## config.mk

```make
export PLATFORM = sky130hd
export DESIGN_NAME = bcomp_udiv
export DESIGN_NICKNAME = d
export VERILOG_FILES = /design/src/rtl/bcomp_udiv.sv
export SDC_FILE = /design/constraint.sdc
export NUM_CORES = 2
export LEC_CHECK = 0
export ABC_AREA = 0
export BUFFER_PORTS_ARGS = -buffer_cell sky130_fd_sc_hd__buf_2
export CAP_MARGIN = 20
export CORE_UTILIZATION = 50
export CTS_BUF_LIST = sky130_fd_sc_hd__clkbuf_4 sky130_fd_sc_hd__clkbuf_8
export DETAILED_ROUTE_END_ITERATION = 10
export GPL_TIMING_DRIVEN = 1
export HOLD_SLACK_MARGIN = 0.1
export PLACE_DENSITY = 0.65
export SYNTH_ARGS = -nofsm -noshare
export SYNTH_HDL_FRONTEND = slang
export SYNTH_SLANG_ARGS = --single-unit
```

## constraint.sdc

```tcl
create_clock -name clk -period 5.9 [get_ports clk]
set_input_delay 0.59 -clock clk [delete_from_list [all_inputs] [get_ports clk]]
set_output_delay 0.59 -clock clk [all_outputs]
set_load 0.01 [all_outputs]
```

## src/rtl/bcomp_udiv.sv

```systemverilog
`timescale 1ns / 1ps
`default_nettype none

// pipelined restoring unsigned divider, one quotient bit per stage
module bcomp_udiv #(
    parameter int NUM_W  = 27,
    parameter int DEN_W  = 20,
    parameter int SIDE_W = 1
) (
    input  logic              clk,
    input  logic              rst_n,
    input  logic              in_valid,
    input  logic [NUM_W-1:0]  in_num,
    input  logic [DEN_W-1:0]  in_den,
    input  logic [SIDE_W-1:0] in_side,
    output logic              out_valid,
    output logic [NUM_W-1:0]  out_quo,
    output logic [SIDE_W-1:0] out_side
);

    logic [DEN_W-1:0]  rem_reg  [NUM_W];
    logic [NUM_W-1:0]  nq_reg   [NUM_W];
    logic [DEN_W-1:0]  den_reg  [NUM_W];
    logic [SIDE_W-1:0] side_reg [NUM_W];
    logic              valid_reg [NUM_W];

    genvar gi;
    for (gi = 0; gi < NUM_W; gi++)
    begin : g_stage
        logic [DEN_W-1:0]  rem_in;
        logic [NUM_W-1:0]  nq_in;
        logic [DEN_W-1:0]  den_in;
        logic [SIDE_W-1:0] side_in;
        logic              valid_in;
        logic [DEN_W:0]    shifted;
        logic [DEN_W:0]    trial;
        logic              qbit;
        logic [DEN_W-1:0]  rem_next;
        logic [NUM_W-1:0]  nq_next;

        if (gi == 0)
        begin : g_first
            assign rem_in   = '0;
            assign nq_in    = in_num;
            assign den_in   = in_den;
            assign side_in  = in_side;
            assign valid_in = in_valid;
        end
        else
        begin : g_rest
            assign rem_in   = rem_reg[gi-1];
            assign nq_in    = nq_reg[gi-1];
            assign den_in   = den_reg[gi-1];
            assign side_in  = side_reg[gi-1];
            assign valid_in = valid_reg[gi-1];
        end

        // shift in next dividend bit, try subtracting
        assign shifted  = {rem_in, nq_in[NUM_W-1]};
        assign trial    = shifted - {1'b0, den_in};
        assign qbit     = ~trial[DEN_W];
        assign rem_next = qbit ? trial[DEN_W-1:0] : shifted[DEN_W-1:0];
        assign nq_next  = {nq_in[NUM_W-2:0], qbit};

        always_ff @(posedge clk or negedge rst_n)
        begin
            if (!rst_n)
            begin
                valid_reg[gi] <= 1'b0;
            end
            else
            begin
                valid_reg[gi] <= valid_in;
            end
        end

        always_ff @(posedge clk)
        begin
            rem_reg[gi]  <= rem_next;
            nq_reg[gi]   <= nq_next;
            den_reg[gi]  <= den_in;
            side_reg[gi] <= side_in;
        end
    end

    assign out_valid = valid_reg[NUM_W-1];
    assign out_quo   = nq_reg[NUM_W-1];
    assign out_side  = side_reg[NUM_W-1];

endmodule

`default_nettype wire

```

==> run summary <==
Fin crit period -> 3.86 ns
Worst Path Max Fanout -> 11
CP bufs+invs -> 2
Critical Path Source -> den_reg[0][120]$_DFF_P_
Initial core utilization -> 0.503
Warnings from Yosys -> 0
Sequential share of power -> 0.349
FF-to-FF setup slack -> 2.04 ns
First-pass detailed-route iteration total -> 5
Clock sinks -> 1823
Crit path cell chain -> ha_1, inv_1, fa_1, a21o_1, a21o_1, a211oi_1, o21ai_0, a211oi_1, o31ai_1, xor2_2, buf_6, mux2_2
Antenna Nets Post-Route -> 0
Die area -> 140000 um^2
Critical Path End Type -> flop
EDFF count, synth -> 0
Clock buffer count from CTS -> 310
Max-slew violation count -> 0
RSZ-0062 raised after global routing -> no
Worst-Margin Slew -> 0.951 ns
Top-area cell type share of the netlist area -> 0.519
Final Non-Filler Cells -> 8748
Most frequent cells in the layout -> dfxtp_1 (1796), inv_1 (682), ha_1 (521)
Crit path launch type -> flop
Mapped Avg Cell Area -> 10.9 um^2
Worst path max stage delay -> 0.50 ns
Hold Violations, Final -> 0
Most common library cell in the layout ignoring fill and taps -> dfxtp_1
Post-CTS setup buffers -> 0
Number of synthesized register bits -> 1823
Post-route DRC -> 0
Combinational cell fraction of total power -> 0.425
Wire per inst -> 15.2 um
Reg-to-reg endpoint -> rem_reg[7][5]$_DFF_P_
Delay-heaviest family, CP -> compound AO/OA/AOI/OAI gates
Clock transition at path regs -> 0.06 ns
Number of global-route vias before repair -> 45600
Total grt overflow -> 0
CP arrival -> 4.67 ns
DRT iter0 DRCs -> 2245
Routed vias -> 44700
P_sw -> 17.1 mW
Fmax -> 259 MHz
Layout cells sized above 1 -> 0.160
Total GRT Usage -> 0.191
Sum Neg Setup Slack -> 0 ns
Final Core Density -> 0.573
PD cells -> 639 nW/um^2
Ranking of synthesized cells by area -> dfxtp_1 (52%), ha_1 (9.4%), mux2_2 (6.9%)
Layout Nets -> 7345
Crit path to -> rem_reg[7][5]$_DFF_P_
Setup violators final -> 0
CTS max path bufs -> 4
Max stage delay cell, worst path -> xor2_2
Post-Syn Area -> 69200 um^2
Max Cap Viol -> 0
Sw frac -> 0.340
Pleak -> 36.2 nW
Clock share of power -> 0.226
Area growth from synthesis to layout -> 13.8%
Initial antenna violation count -> 1
Maximum VDD drop -> 0.311 mV
Worst R2R Path Depth -> 12
Placed cells -> 8174
Final WL -> 133000 um
Core ar. -> 137000 um^2
Max reg flops -> 729
Worst R2R Start -> den_reg[0][120]$_DFF_P_
CTS tree -> done
Async S/R FF share, synth -> 0.0148
Pin count of the biggest net entering global routing -> 28
Seq/Total Area, Yosys -> 0.529
Required time worst endpoint -> 6.71 ns
Area leader, netlist -> dfxtp_1
CTS root buf -> clkbuf_8
IO Port Bufs -> 79
Crit path depth -> 12
P_int -> 33.2 mW
Most common flop cell mapped by yosys -> dfxtp_1
HPWL after DPL -> 97700 um
Via-to-Cell Ratio -> 5.11
Setup CP Type -> flop to flop
Cells after synthesis -> 6379
Chip width -> 374 um
Hold Crit Class -> input pin to async pin
Die H -> 374 um
Crit share post-route -> 0.654
Global-route wire length before repair -> 221000 um
Hold_ws -> 0.193 ns
Skew-Pair Late Insertion Delay -> 0.97 ns
H-tree levels -> 5
Relative slew slack -> 0.365
Status -> finished, final reports clean
Netlist cell types -> 81
Setup Skew -> 0.0595 ns
# rows -> 136
Num ports -> 80
GP Congestion -> 0.870
-- final cells by class --
| cell class | count | area [um^2] |
|---|---|---|
| Antenna cell | 2 | 5.00 |
| Clock buffer | 476 | 6030 |
| Clock inverter | 40 | 332 |
| Fill cell | 11800 | 58800 |
| Inverter | 682 | 2560 |
| Multi-Input combinational cell | 3774 | 29800 |
| Sequential cell | 1823 | 36600 |
| Tap cell | 1794 | 2240 |
| Timing Repair Buffer | 157 | 1140 |
-- cells in the mapped netlist, types with 16 or more instances --
library cell     n
fa_1            25
nor2_1         216
dfxtp_1       1796
nor3_1          82
nor2b_1         72
a21boi_0        20
mux2_1          16
nand2b_1        45
o211ai_1        37
nand4_1         54
and3_1          54
a31o_2          17
nand2_1        242
o21ai_0        266
nor3b_1         19
ha_1           521
mux2i_1         43
mux2_2         422
xnor2_1        252
dfrtp_1         27
or3_1           27
nand3b_1        31
a21o_1         210
o21bai_1        55
buf_2           34
a211oi_1        36
nand3_1         91
xor2_1         168
inv_1          682
o31ai_1         25
a21oi_1        405
o21a_1          51
clkbuf_1        71
a31oi_1         60
-- routing by layer --
metal | track usage | wire (um) | vias up
met5 | 0 | 0 | -
met4 | 0.0846 | 4860 | 0
met3 | 0.0325 | 4810 | 370
met2 | 0.335 | 64600 | 835
met1 | 0.227 | 58900 | 20800
li1 | - | - | 22700
-- metrics by stage --
stage          instance area (um^2)  setup WS, ns  total power, mW
6_report                      78700          2.04             50.3
3_3_place_gp                  71800          1.77             38.5
5_1_grt                       78700          1.74             54.0
3_5_place_dp                  71800          1.65             38.9
4_1_cts                       78700          1.63             50.7
2_1_floorplan                 69200          2.65             34.3
-- worst min path at each step --
stage / end / depth (start not counted) / start
after floorplan: g_stage[10].valid_in$_DFF_PN0_ / 0 / rst_n
after global placement: nq_reg[1][237]$_DFF_P_ / 0 / nq_reg[1][209]$_DFF_P_
after detailed placement: nq_reg[0][143]$_DFF_P_ / 0 / nq_reg[0][115]$_DFF_P_
after CTS: g_stage[1].valid_in$_DFF_PN0_ / 2 / rst_n
after global routing: nq_reg[0][17]$_DFF_P_ / 2 / in_num[16]
final: g_stage[1].valid_in$_DFF_PN0_ / 2 / rst_n
-- timing repair --
action | in CTS | in global routing
resized for setup | 0 | 0
hold endpoints to repair | 87 | 0
setup endpoints to repair | 0 | 0
hold buffers | 50 | 0
-- logic make-up after synthesis --
group	after synthesis	share of synthesized area
other	1	0.0000542
flip-flops	1823	0.529
AND/OR/NAND/NOR	976	0.0701
adder cells (fa/ha/maj)	546	0.101
XOR/XNOR	421	0.0534
AO/OA/AOI/OAI	1341	0.125
multiplexers	481	0.0775
buffers and inverters	790	0.0437
-- power by group through the flow --
stage | clock network (mW) | logic [mW] | registers (mW)
2_1_floorplan | 0 | 17.1 | 17.1
3_3_place_gp | 0 | 20.7 | 17.9
3_5_place_dp | 0 | 21.1 | 17.9
4_1_cts | 11.8 | 21.3 | 17.6
5_1_grt | 12.3 | 23.8 | 17.9
6_report | 11.4 | 21.4 | 17.6
Note: power is estimated with default switching activity, not from simulation.
